`config.mk`:
```
export PLATFORM = sky130hd
export DESIGN_NAME = versioned_key_table
export DESIGN_NICKNAME = d
export VERILOG_FILES = /design/src/rtl/vkt_pkg.sv /design/src/rtl/vkt_ram.sv /design/src/rtl/vkt_ctrl.sv /design/src/rtl/vkt_datapath.sv /design/src/rtl/versioned_key_table.sv
export SDC_FILE = /design/constraint.sdc
export NUM_CORES = 2
export LEC_CHECK = 0
export BUFFER_PORTS_ARGS = -buffer_cell sky130_fd_sc_hd__buf_2
export CAP_MARGIN = 15
export CELL_PAD_IN_SITES_DETAIL_PLACEMENT = 1
export CELL_PAD_IN_SITES_GLOBAL_PLACEMENT = 2
export CORE_ASPECT_RATIO = 1.2
export CORE_MARGIN = 4
export CORE_UTILIZATION = 50
export CTS_CLUSTER_SIZE = 24
export DETAILED_ROUTE_END_ITERATION = 12
export GPL_TIMING_DRIVEN = 0
export PLACE_DENSITY = 0.77
export REMOVE_ABC_BUFFERS = 1
export SETUP_SLACK_MARGIN = 0.05
export SYNTH_ARGS = -nofsm -noshare
export SYNTH_HDL_FRONTEND = slang
export SYNTH_HIERARCHICAL = 1
export SYNTH_SLANG_ARGS = --single-unit
```
`constraint.sdc`:
```
create_clock -name clk -period 10.6 [get_ports clk]
set_input_delay 1.06 -clock clk [delete_from_list [all_inputs] [get_ports clk]]
set_output_delay 1.06 -clock clk [all_outputs]
set_load 0.01 [all_outputs]
```
`src/rtl/vkt_pkg.sv`:
```
// Package for the versioned key table: field widths, status codes, opcodes,
// and the command and status structs between the controller and the datapath.
// No dependencies.
package vkt_pkg;

    localparam int DEPTH_DEF    = 32;
    localparam int KEY_BITS_DEF = 64;

    localparam int KEY_W       = 64;
    localparam int VER_W       = 31;
    localparam int STATUS_W    = 3;
    localparam int COUNT_W     = 6;
    localparam int IN_TDATA_W  = 96;
    localparam int OUT_TDATA_W = 16;
    localparam int VER_LSB     = KEY_W;

    localparam logic OP_ADD    = 1'b0;
    localparam logic OP_UPDATE = 1'b1;

    localparam logic [STATUS_W-1:0] ST_ADDED     = 3'd0;
    localparam logic [STATUS_W-1:0] ST_FULL      = 3'd1;
    localparam logic [STATUS_W-1:0] ST_DUP       = 3'd2;
    localparam logic [STATUS_W-1:0] ST_UPDATED   = 3'd3;
    localparam logic [STATUS_W-1:0] ST_NOT_NEWER = 3'd4;
    localparam logic [STATUS_W-1:0] ST_NOT_FOUND = 3'd5;

    typedef struct packed {
        logic capture;
        logic step;
        logic finish;
    } vkt_cmd_t;

    typedef struct packed {
        logic is_add;
        logic full;
        logic hit;
        logic done;
        logic out_free;
    } vkt_sts_t;

endpackage

```
`src/rtl/vkt_ram.sv`:
```
// Generic single-port-write, single-port-read RAM with a registered read.
// No dependencies.
module vkt_ram #(
    parameter int WIDTH = 8,
    parameter int DEPTH = 32
) (
    input  logic                                clk,
    input  logic                                we,
    input  logic [(DEPTH > 1 ? $clog2(DEPTH) : 1)-1:0] waddr,
    input  logic [WIDTH-1:0]                    wdata,
    input  logic                                re,
    input  logic [(DEPTH > 1 ? $clog2(DEPTH) : 1)-1:0] raddr,
    output logic [WIDTH-1:0]                    rdata
);

    logic [WIDTH-1:0] mem [DEPTH];
    logic [WIDTH-1:0] rdata_reg;

    always_ff @(posedge clk)
    begin
        if (we)
        begin
            mem[waddr] <= wdata;
        end
        if (re)
        begin
            rdata_reg <= mem[raddr];
        end
    end

    assign rdata = rdata_reg;

endmodule

```
`src/rtl/vkt_ctrl.sv`:
```
// Controller state machine for the versioned key table.
// Depends on vkt_pkg for the command and status structs.
module vkt_ctrl import vkt_pkg::*; (
    input  logic     clk,
    input  logic     rst_n,
    input  logic     in_valid,
    output logic     in_ready,
    input  vkt_sts_t sts,
    output vkt_cmd_t cmd
);

    localparam int          STATE_W = 1;
    localparam logic [STATE_W-1:0] S_IDLE = 1'b0;
    localparam logic [STATE_W-1:0] S_SCAN = 1'b1;

    logic [STATE_W-1:0] state_reg;
    logic [STATE_W-1:0] state_next;
    logic               decide;

    assign decide = (sts.is_add && sts.full) || sts.hit || sts.done;

    always_comb
    begin
        state_next  = state_reg;
        cmd.capture = 1'b0;
        cmd.step    = 1'b0;
        cmd.finish  = 1'b0;
        in_ready    = 1'b0;
        unique case (state_reg)
            S_IDLE:
            begin
                in_ready = 1'b1;
                if (in_valid)
                begin
                    cmd.capture = 1'b1;
                    state_next  = S_SCAN;
                end
            end
            S_SCAN:
            begin
                if (decide)
                begin
                    if (sts.out_free)
                    begin
                        cmd.finish = 1'b1;
                        state_next = S_IDLE;
                    end
                end
                else
                begin
                    cmd.step = 1'b1;
                end
            end
            default:
            begin
                state_next = S_IDLE;
            end
        endcase
    end

    always_ff @(posedge clk or negedge rst_n)
    begin
        if (!rst_n)
        begin
            state_reg <= S_IDLE;
        end
        else
        begin
            state_reg <= state_next;
        end
    end

endmodule

```
`src/rtl/vkt_datapath.sv`:
```
// Datapath of the versioned key table: item registers, key and version RAMs,
// scan counter, entry count and the result register.
// Depends on vkt_pkg and vkt_ram.
module vkt_datapath import vkt_pkg::*; #(
    parameter int DEPTH    = DEPTH_DEF,
    parameter int KEY_BITS = KEY_BITS_DEF
) (
    input  logic                   clk,
    input  logic                   rst_n,
    input  logic [IN_TDATA_W-1:0]  in_data,
    input  logic                   in_op,
    input  logic                   out_ready,
    output logic                   out_valid,
    output logic [OUT_TDATA_W-1:0] out_data,
    input  vkt_cmd_t               cmd,
    output vkt_sts_t               sts
);

    localparam int AW = (DEPTH > 1) ? $clog2(DEPTH) : 1;
    localparam int CW = $clog2(DEPTH + 1);
    localparam logic [CW-1:0] DEPTH_C = CW'(DEPTH);

    logic                op_reg;
    logic [KEY_BITS-1:0] key_reg;
    logic [VER_W-1:0]    ver_reg;
    logic [CW-1:0]       cnt_reg;
    logic [CW-1:0]       sidx_reg;
    logic [AW-1:0]       cidx_reg;
    logic                cvld_reg;
    logic                out_valid_reg;
    logic [STATUS_W-1:0] status_reg;
    logic [COUNT_W-1:0]  count_reg;

    logic                issue_ok;
    logic                re;
    logic [KEY_BITS-1:0] key_rdata;
    logic [VER_W-1:0]    ver_rdata;
    logic                full;
    logic                hit;
    logic                key_we;
    logic                ver_we;
    logic [AW-1:0]       ver_waddr;
    logic [STATUS_W-1:0] status_next;
    logic [CW-1:0]       cnt_next;

    assign issue_ok = sidx_reg < cnt_reg;
    assign re       = cmd.step && issue_ok;
    assign full     = (cnt_reg == DEPTH_C);
    assign hit      = cvld_reg && (key_rdata == key_reg);

    assign sts.is_add   = (op_reg == OP_ADD);
    assign sts.full     = full;
    assign sts.hit      = hit;
    assign sts.done     = !cvld_reg && !issue_ok;
    assign sts.out_free = !out_valid_reg || out_ready;

    always_comb
    begin
        key_we      = 1'b0;
        ver_we      = 1'b0;
        ver_waddr   = cnt_reg[AW-1:0];
        cnt_next    = cnt_reg;
        status_next = ST_NOT_FOUND;
        if (op_reg == OP_ADD)
        begin
            priority if (full)
            begin
                status_next = ST_FULL;
            end
            else if (hit)
            begin
                status_next = ST_DUP;
            end
            else
            begin
                status_next = ST_ADDED;
                key_we      = cmd.finish;
                ver_we      = cmd.finish;
                cnt_next    = cnt_reg + 1'b1;
            end
        end
        else
        begin
            ver_waddr = cidx_reg;
            priority if (!hit)
            begin
                status_next = ST_NOT_FOUND;
            end
            else if (ver_rdata < ver_reg)
            begin
                status_next = ST_UPDATED;
                ver_we      = cmd.finish;
            end
            else
            begin
                status_next = ST_NOT_NEWER;
            end
        end
    end

    vkt_ram #(
        .WIDTH (KEY_BITS),
        .DEPTH (DEPTH)
    ) u_key_ram (
        .clk   (clk),
        .we    (key_we),
        .waddr (cnt_reg[AW-1:0]),
        .wdata (key_reg),
        .re    (re),
        .raddr (sidx_reg[AW-1:0]),
        .rdata (key_rdata)
    );

    vkt_ram #(
        .WIDTH (VER_W),
        .DEPTH (DEPTH)
    ) u_ver_ram (
        .clk   (clk),
        .we    (ver_we),
        .waddr (ver_waddr),
        .wdata (ver_reg),
        .re    (re),
        .raddr (sidx_reg[AW-1:0]),
        .rdata (ver_rdata)
    );

    always_ff @(posedge clk)
    begin
        if (cmd.capture)
        begin
            op_reg  <= in_op;
            key_reg <= in_data[KEY_BITS-1:0];
            ver_reg <= in_data[VER_LSB +: VER_W];
        end
        if (cmd.step)
        begin
            cidx_reg <= sidx_reg[AW-1:0];
        end
        if (cmd.finish)
        begin
            status_reg <= status_next;
            count_reg  <= COUNT_W'(cnt_next);
        end
    end

    always_ff @(posedge clk or negedge rst_n)
    begin
        if (!rst_n)
        begin
            cnt_reg       <= '0;
            sidx_reg      <= '0;
            cvld_reg      <= 1'b0;
            out_valid_reg <= 1'b0;
        end
        else
        begin
            if (cmd.capture)
            begin
                sidx_reg <= '0;
                cvld_reg <= 1'b0;
            end
            else if (cmd.step)
            begin
                cvld_reg <= issue_ok;
                if (issue_ok)
                begin
                    sidx_reg <= sidx_reg + 1'b1;
                end
            end
            if (cmd.finish)
            begin
                cnt_reg       <= cnt_next;
                out_valid_reg <= 1'b1;
            end
            else if (out_ready)
            begin
                out_valid_reg <= 1'b0;
            end
        end
    end

    assign out_valid = out_valid_reg;
    assign out_data  = {{(OUT_TDATA_W - STATUS_W - COUNT_W){1'b0}}, count_reg, status_reg};

endmodule

```
`src/rtl/versioned_key_table.sv`:
```
// Versioned key table: add and update items against a table filled in order.
// An accepted item is searched for by reading one stored key and version per cycle from the RAMs.
// A new item is accepted only in the idle state, once the result of the last one is registered,
// so the linear search over the single read port of the key and version RAMs and a stalled
// output both hold off the next item.
// Reset clears the entry count and the control state; RAM contents are never read unwritten.
module versioned_key_table import vkt_pkg::*; #(
    parameter int DEPTH    = DEPTH_DEF,
    parameter int KEY_BITS = KEY_BITS_DEF
) (
    input  logic                   clk,
    input  logic                   rst_n,
    input  logic                   s_axis_tvalid,
    output logic                   s_axis_tready,
    input  logic [IN_TDATA_W-1:0]  s_axis_tdata,   // key[63:0], version[94:64], zero pad.
    input  logic [0:0]             s_axis_tuser,   // op.
    output logic                   m_axis_tvalid,
    input  logic                   m_axis_tready,
    output logic [OUT_TDATA_W-1:0] m_axis_tdata    // status[2:0], count[8:3], zero pad.
);

    vkt_cmd_t cmd;
    vkt_sts_t sts;

    vkt_ctrl u_ctrl (
        .clk      (clk),
        .rst_n    (rst_n),
        .in_valid (s_axis_tvalid),
        .in_ready (s_axis_tready),
        .sts      (sts),
        .cmd      (cmd)
    );

    vkt_datapath #(
        .DEPTH    (DEPTH),
        .KEY_BITS (KEY_BITS)
    ) u_datapath (
        .clk       (clk),
        .rst_n     (rst_n),
        .in_data   (s_axis_tdata),
        .in_op     (s_axis_tuser[0]),
        .out_ready (m_axis_tready),
        .out_valid (m_axis_tvalid),
        .out_data  (m_axis_tdata),
        .cmd       (cmd),
        .sts       (sts)
    );

endmodule
```
=== After elaboration in Yosys (flattened, before gate mapping) ===
Memories as Yosys holds them, arrays and structs flattened. A register that Yosys moved wholly into a read port is not among the register bits.
Index checks and enable logic that the tools add are counted.

* Add/subtract/negate cells: 2
* $lt $le $gt $ge: 2
* Equal/unequal tests: 2
* Muxes and demuxes: 36
* Bitwise operators: 2
* Reductions and logical operators: 14

{| class="wikitable"
|+ Operator list
! cell !! count
|-
| 64-bit == test || 1
|-
| 6-bit two-way mux || 6
|-
| 31-bit < comparator || 1
|-
| 1-bit two-way mux || 22
|-
| 6-bit by 1-bit adder with 6-bit output, second input constant || 2
|-
| 3-bit two-way mux || 4
|-
| 6-bit == test, second input constant || 1
|-
| 6-bit < comparator || 1
|-
| 2-bit nonzero test || 3
|-
| 5-bit two-way mux || 1
|-
| 1-bit logical AND || 4
|-
| 2-bit two-way mux || 2
|-
| 1-bit zero test || 3
|-
| 1-bit logical OR || 3
|-
| 1-bit NOT || 2
|-
| 1-bit case mux with 2 select lines || 1
|-
| 2-bit AND reduction || 1
|}

* Flip-flop bits (word level): 125
* Memory bits (writable): 3,040
* Input bits: 101
* Output and inout port bits: 18
* Logic and storage cells: 71
* Memories kept: 2

{| class="wikitable"
|+ Memory list
! name !! depth !! width !! read ports !! clocked after memory_dff !! wr ports !! RTL line !! source
|-
| u_datapath.u_key_ram.mem || 32 || 64 || 1 || 1 || 1 || vkt_ram.sv:16 || <nowiki>logic [WIDTH-1:0] mem [DEPTH];</nowiki>
|-
| u_datapath.u_ver_ram.mem || 32 || 31 || 1 || 1 || 1 || vkt_ram.sv:16 ||
|}

=== Longest topological paths before layout ===
* Word-level depth: 11
* Mapped depth: 15
* Depth with buffers taken out: 13

=== By module ===
The synthesis kept the hierarchy.

{| class="wikitable"
|+ Modules (own cells, without submodules)
! module !! times used !! cells each !! area each (µm²) !! sequential area each (µm²)
|-
| vkt_ram at u_datapath.u_key_ram || 1 || 3,097 || 79,605.1 || 63,420.8
|-
| vkt_ram at u_datapath.u_ver_ram || 1 || 2,192 || 39,474.1 || 30,719.5
|-
| vkt_datapath || 1 || 446 || 5,901.9 || 3,653.5
|-
| vkt_ctrl || 1 || 8 || 63.8 || 25.0
|}

=== Worst setup path before layout ===
No wires, ideal clock.

* Kind: flip-flop to flip-flop
* From: register u_datapath.key_reg[0]
* To: memory u_datapath/u_key_ram/mem[28][0] (netlist bit), enable pin
* Library setup time: 0.487 ns
* Data arrival time: 6.517 ns
* Required time: 10.113 ns
* Slack: 3.596 ns
* Cell stages (with the launch flop): 15
* Buffers on the path: 3
* Period minus slack after synthesis: 7.004 ns
* Path through: edfxtp_1 -> inv_1 -> a221o_1 -> nor4_2 -> nand3_1 -> or4_4 -> buf_2 -> inv_1 -> buf_4 -> a211o_1 -> and3_1 -> and3_4 -> or3b_2 -> clkbuf_1 -> nor2_1

{| class="wikitable"
|+ RTL lines
! item !! RTL line !! source
|-
| from (decl) || vkt_datapath.sv:24 || <nowiki>logic [KEY_BITS-1:0] key_reg;</nowiki>
|-
| from (signal assigned) || vkt_datapath.sv:132 || <nowiki>key_reg <= in_data[KEY_BITS-1:0];</nowiki>
|-
| to (decl) || vkt_ram.sv:16 ||
|}

==> metrics.md <==
| Metric | Value |
|---|---|
| Status | complete, no violations |
| Mean Syn Cell Area | 21.8 um2 |
| Reg-to-Reg Start | u_datapath/key_reg[1]$_DFFE_PP_ |
| Detailed route wirelength on metal3 | 25,800 um |
| Core footprint | 248,000 um2 |
| Buffer cell driving the clock tree root | sky130_fd_sc_hd__clkbuf_16 |
| Critical-path maximum fanout | 33 |
| Depth of the most critical reg-to-reg path | 14 |
| First-pass detailed-route iteration total | 5 |
| Post-Route Setup TNS | 0 ns |
| Clock edge transition at the registers on the reported setup and hold paths | 0.07 ns |
| Die area | 258,000 um2 |
| Relative slew slack | 0.264 |
| Critical Path Stages | 14 |
| Register with the highest flop count | u_datapath/u_key_ram/mem |
| Post-synthesis register bit count | 3,260 |
| Top Layer Used | met5 |
| Global-route wire length before repair | 486,000 um |
| Most area-consuming cells after synthesis | sky130_fd_sc_hd__edfxtp_1 (78%), sky130_fd_sc_hd__mux4_2 (11%), sky130_fd_sc_hd__mux2i_1 (4.3%) |
| Largest registers ranked by flip-flop count | u_datapath/u_key_ram/mem x2048, u_datapath/u_ver_ram/mem x992 |
| Critical path origin | u_datapath/key_reg[1]$_DFFE_PP_ |
| Setup Slack @ Placement | 2.60 ns |
| Share of post-route cells with drive strength above 1 | 0.245 |
| Total Power Consumption | 35.3 mW |
| Critical path type | flop to flop |
| CP endpoint kind | flop |
| Count of flip-flops with a built-in enable after synthesis | 3,245 |
| Instance count of the mapped netlist | 5,743 |
| Setup repair after global routing missed its margin | false |
| Inserted Clock Buffers | 325 |
| Capture point of the worst path | u_datapath/u_key_ram/mem[13][16]$_DFFE_PP_ |
| Initial standard-cell utilization of the core | 0.504 |
| Post-detailed-placement half-perimeter wirelength | 210,000 um |
| Power per unit of standard cell area | 244 nW/um2 |
| Post-synthesis async set-or-reset flop share | 0.00460 |
| Worst-skew pair later-pin latency | 0.87 ns |
| Total number of H-tree levels | 5 |
| Final weighted congestion of routability-driven global placement | 0.724 |
| Count of final setup violators | 0 |
| Number of gates given a new drive strength after cts | 0 |
| Synth cell count leaders | sky130_fd_sc_hd__edfxtp_1 (3,245), sky130_fd_sc_hd__mux4_2 (602), sky130_fd_sc_hd__mux2i_1 (535) |
| Count of input and output buffers | 110 |
| Clock Sink Count | 3,260 |
| Largest voltage drop on the vdd net | 182 uV |
| Cell-by-cell trace of the critical path | xnor2_1 -> nand4_1 -> nor4_1 -> nand3_1 -> or4_4 -> inv_1 -> a211o_1 -> and3_1 -> and3_4 -> nand3b_1 -> nor2_4 -> buf_12 -> buf_12 -> buf_12 |
| Horizontal extent of the die | 465 um |
| Row count | 200 |
| Clock Skew | 0.0636 ns |
| Routed length per instance | 34.8 um |
| Number of antenna violations at the first check in global routing | 7 |
| Count of pins on the block boundary | 119 |
| Req. time, crit path | 11.11 ns |
| Most frequent cell after synthesis | sky130_fd_sc_hd__edfxtp_1 |
| Maximum clock insertion buffer count | 4 |
| Layout-stage area growth over the synthesis result | 15.9% |
| Maximum clock frequency | 126 MHz |
| Most common cell type on the critical path | sky130_fd_sc_hd__buf_12 |
| Library cell with the largest summed area after synthesis | sky130_fd_sc_hd__edfxtp_1 |
| Total Nets Final | 6,307 |
| Number of buffer and inverter instances along the worst setup path | 4 |
| Maximum number of pins on one net before global-route repair | 56 |
| Final Max Slew Viols | 0 |
| Transition at the pin with the smallest max-transition slack | 1.10 ns |
| Number of placed cells counting well taps | 9,173 |
| Filler Cell Count | 20,576 |
| Max reg flops | 2,048 |
| Share of the clock period used by the worst path after layout | 0.750 |
| Vert. Die Dim | 556 um |
| Class of the tightest hold or removal check | primary input to async pin |
| Flop2flop setup slack | 2.65 ns |
| Final wirelength | 340,000 um |
| Post-synthesis cell type count | 54 |
| Count of hold-fix buffers inserted at cts | 0 |
| Worst setup slack after layout | 2.65 ns |
| Combined area of the multi-input logic cells | 26,100 um2 |
| Max-cap violation count | 0 |
| Number of non-filler instances in the completed layout | 9,757 |
| Startpoint Class | flop |
| Warnings from Yosys | 6 |
| Remaining global-route overflow | 0 |
| Post-synthesis cell area | 125,000 um2 |
| Drt initial violations | 7,338 |
| GR Util All Layers | 0.263 |
| Min Tclk post-route | 7.95 ns |
| Critical path arrival | 8.46 ns |
| Via count of the first global-routing pass | 65,601 |
| TritonCTS clock tree | yes |
| Number of failing hold endpoints at the final stage | 0 |
| Slowest CP cell | sky130_fd_sc_hd__nor2_4 |
| Yosys top cell area share | 0.779 |
| Total via count in the routed design | 61,924 |
| Leakage power | 46.1 nW |
| Kind of cell adding the most delay to the critical path | simple AND/OR/NAND/NOR gates |
| Worst reg2reg endpoint | u_datapath/u_key_ram/mem[13][16]$_DFFE_PP_ |
| Met1 layer wirelength in the final routing | 129,000 um |
| Flip-flop and latch area | 97,800 um2 |
| Post-CTS Setup Repair Bufs | 0 |
| Top FF cell, synth | sky130_fd_sc_hd__edfxtp_1 |
| Amount of wire on met2 after detailed routing | 172,000 um |
| Delay of the slowest critical-path stage | 0.87 ns |
| Sequential fraction of the synthesis area | 0.782 |
| Core utilization of the finished layout | 0.584 |
| Vias per cell | 6.35 |
| DRC Markers | 0 |
| Number of antenna-violating nets in the routed design | 0 |
metal layers:
metal	up-vias	global-route usage
met3	714	0.0426
met1	33486	0.349
met4	2	0.0960
met2	2943	0.444
met5	-	0
li1	24779	-
where the power goes:
| group | total (mW) | internal (mW) | switching, mW | leakage [nW] |
|---|---|---|---|---|
| Combinational | 8.54 | 3.99 | 4.55 | 11.8 |
| Sequential | 15.8 | 15.2 | 0.672 | 29.4 |
| Clock | 11.0 | 6.22 | 4.76 | 4.83 |
| Total | 35.3 | 25.4 | 9.98 | 46.1 |
cell families after synthesis:
| family | after synthesis | share of synthesized area |
|---|---|---|
| adders and majority gates | 38 | 0.00380 |
| other | 1 | 0.0000300 |
| muxes | 1215 | 0.158 |
| AOI/OAI and AO/OA | 385 | 0.0213 |
| and+or+nand+nor | 439 | 0.0166 |
| DFF | 3260 | 0.782 |
| xor gates and xnor gates | 60 | 0.00420 |
| buffers and inverters | 345 | 0.0135 |
cell usage in the layout (no fill, tap or decap), types with 20 or more instances in the layout:
master and count:
sky130_fd_sc_hd__a21oi_1 103, sky130_fd_sc_hd__a22o_1 64, sky130_fd_sc_hd__a22oi_1 98, sky130_fd_sc_hd__a31oi_1 34
sky130_fd_sc_hd__buf_12 148, sky130_fd_sc_hd__buf_16 108, sky130_fd_sc_hd__buf_2 112, sky130_fd_sc_hd__bufinv_16 20
sky130_fd_sc_hd__clkbuf_1 75, sky130_fd_sc_hd__clkbuf_16 332, sky130_fd_sc_hd__clkinv_1 83, sky130_fd_sc_hd__clkinv_2 39
sky130_fd_sc_hd__edfxtp_1 3245, sky130_fd_sc_hd__ha_1 38, sky130_fd_sc_hd__inv_1 53, sky130_fd_sc_hd__mux2_2 77
sky130_fd_sc_hd__mux2i_1 535, sky130_fd_sc_hd__mux4_2 602, sky130_fd_sc_hd__nand2_1 115, sky130_fd_sc_hd__nand3_1 108
sky130_fd_sc_hd__nor2_1 31, sky130_fd_sc_hd__nor2_4 65, sky130_fd_sc_hd__nor3_1 34, sky130_fd_sc_hd__o21ai_0 23
sky130_fd_sc_hd__xnor2_1 54
per-stage QoR:
step                      hold slack, ns  instance area (um2)
after floorplan                    0.484               124000
after global placement             0.504               128000
after detailed placement           0.537               135000
after CTS                          0.111               145000
after global routing               0.149               145000
final                              0.150               145000
final cells by class:
type	count	area share
sequential	3260	0.675
multi-input combinational	2144	0.180
clock buffer	407	0.0593
timing repair buffer	383	0.0461
tap	3333	0.0288
clock inverter	168	0.00936
inverter	54	0.00140
antenna	8	0.000138
how the worst min path moves through the flow:
stage,start,end,slack (ns)
global route,rst_n,u_datapath/cnt_reg[4]$_DFFE_PN0P_,0.15
global placement,u_ctrl/state_reg$_DFF_PN0_,u_ctrl/state_reg$_DFF_PN0_,0.50
detailed placement,u_datapath/out_valid$_DFFE_PN0P_,u_datapath/out_valid$_DFFE_PN0P_,0.54
floorplan,u_ctrl/state_reg$_DFF_PN0_,u_ctrl/state_reg$_DFF_PN0_,0.48
finish,rst_n,u_datapath/cnt_reg[4]$_DFFE_PN0P_,0.15
CTS,rst_n,u_datapath/cnt_reg[4]$_DFFE_PN0P_,0.11
(Power assumes the default switching activity.)
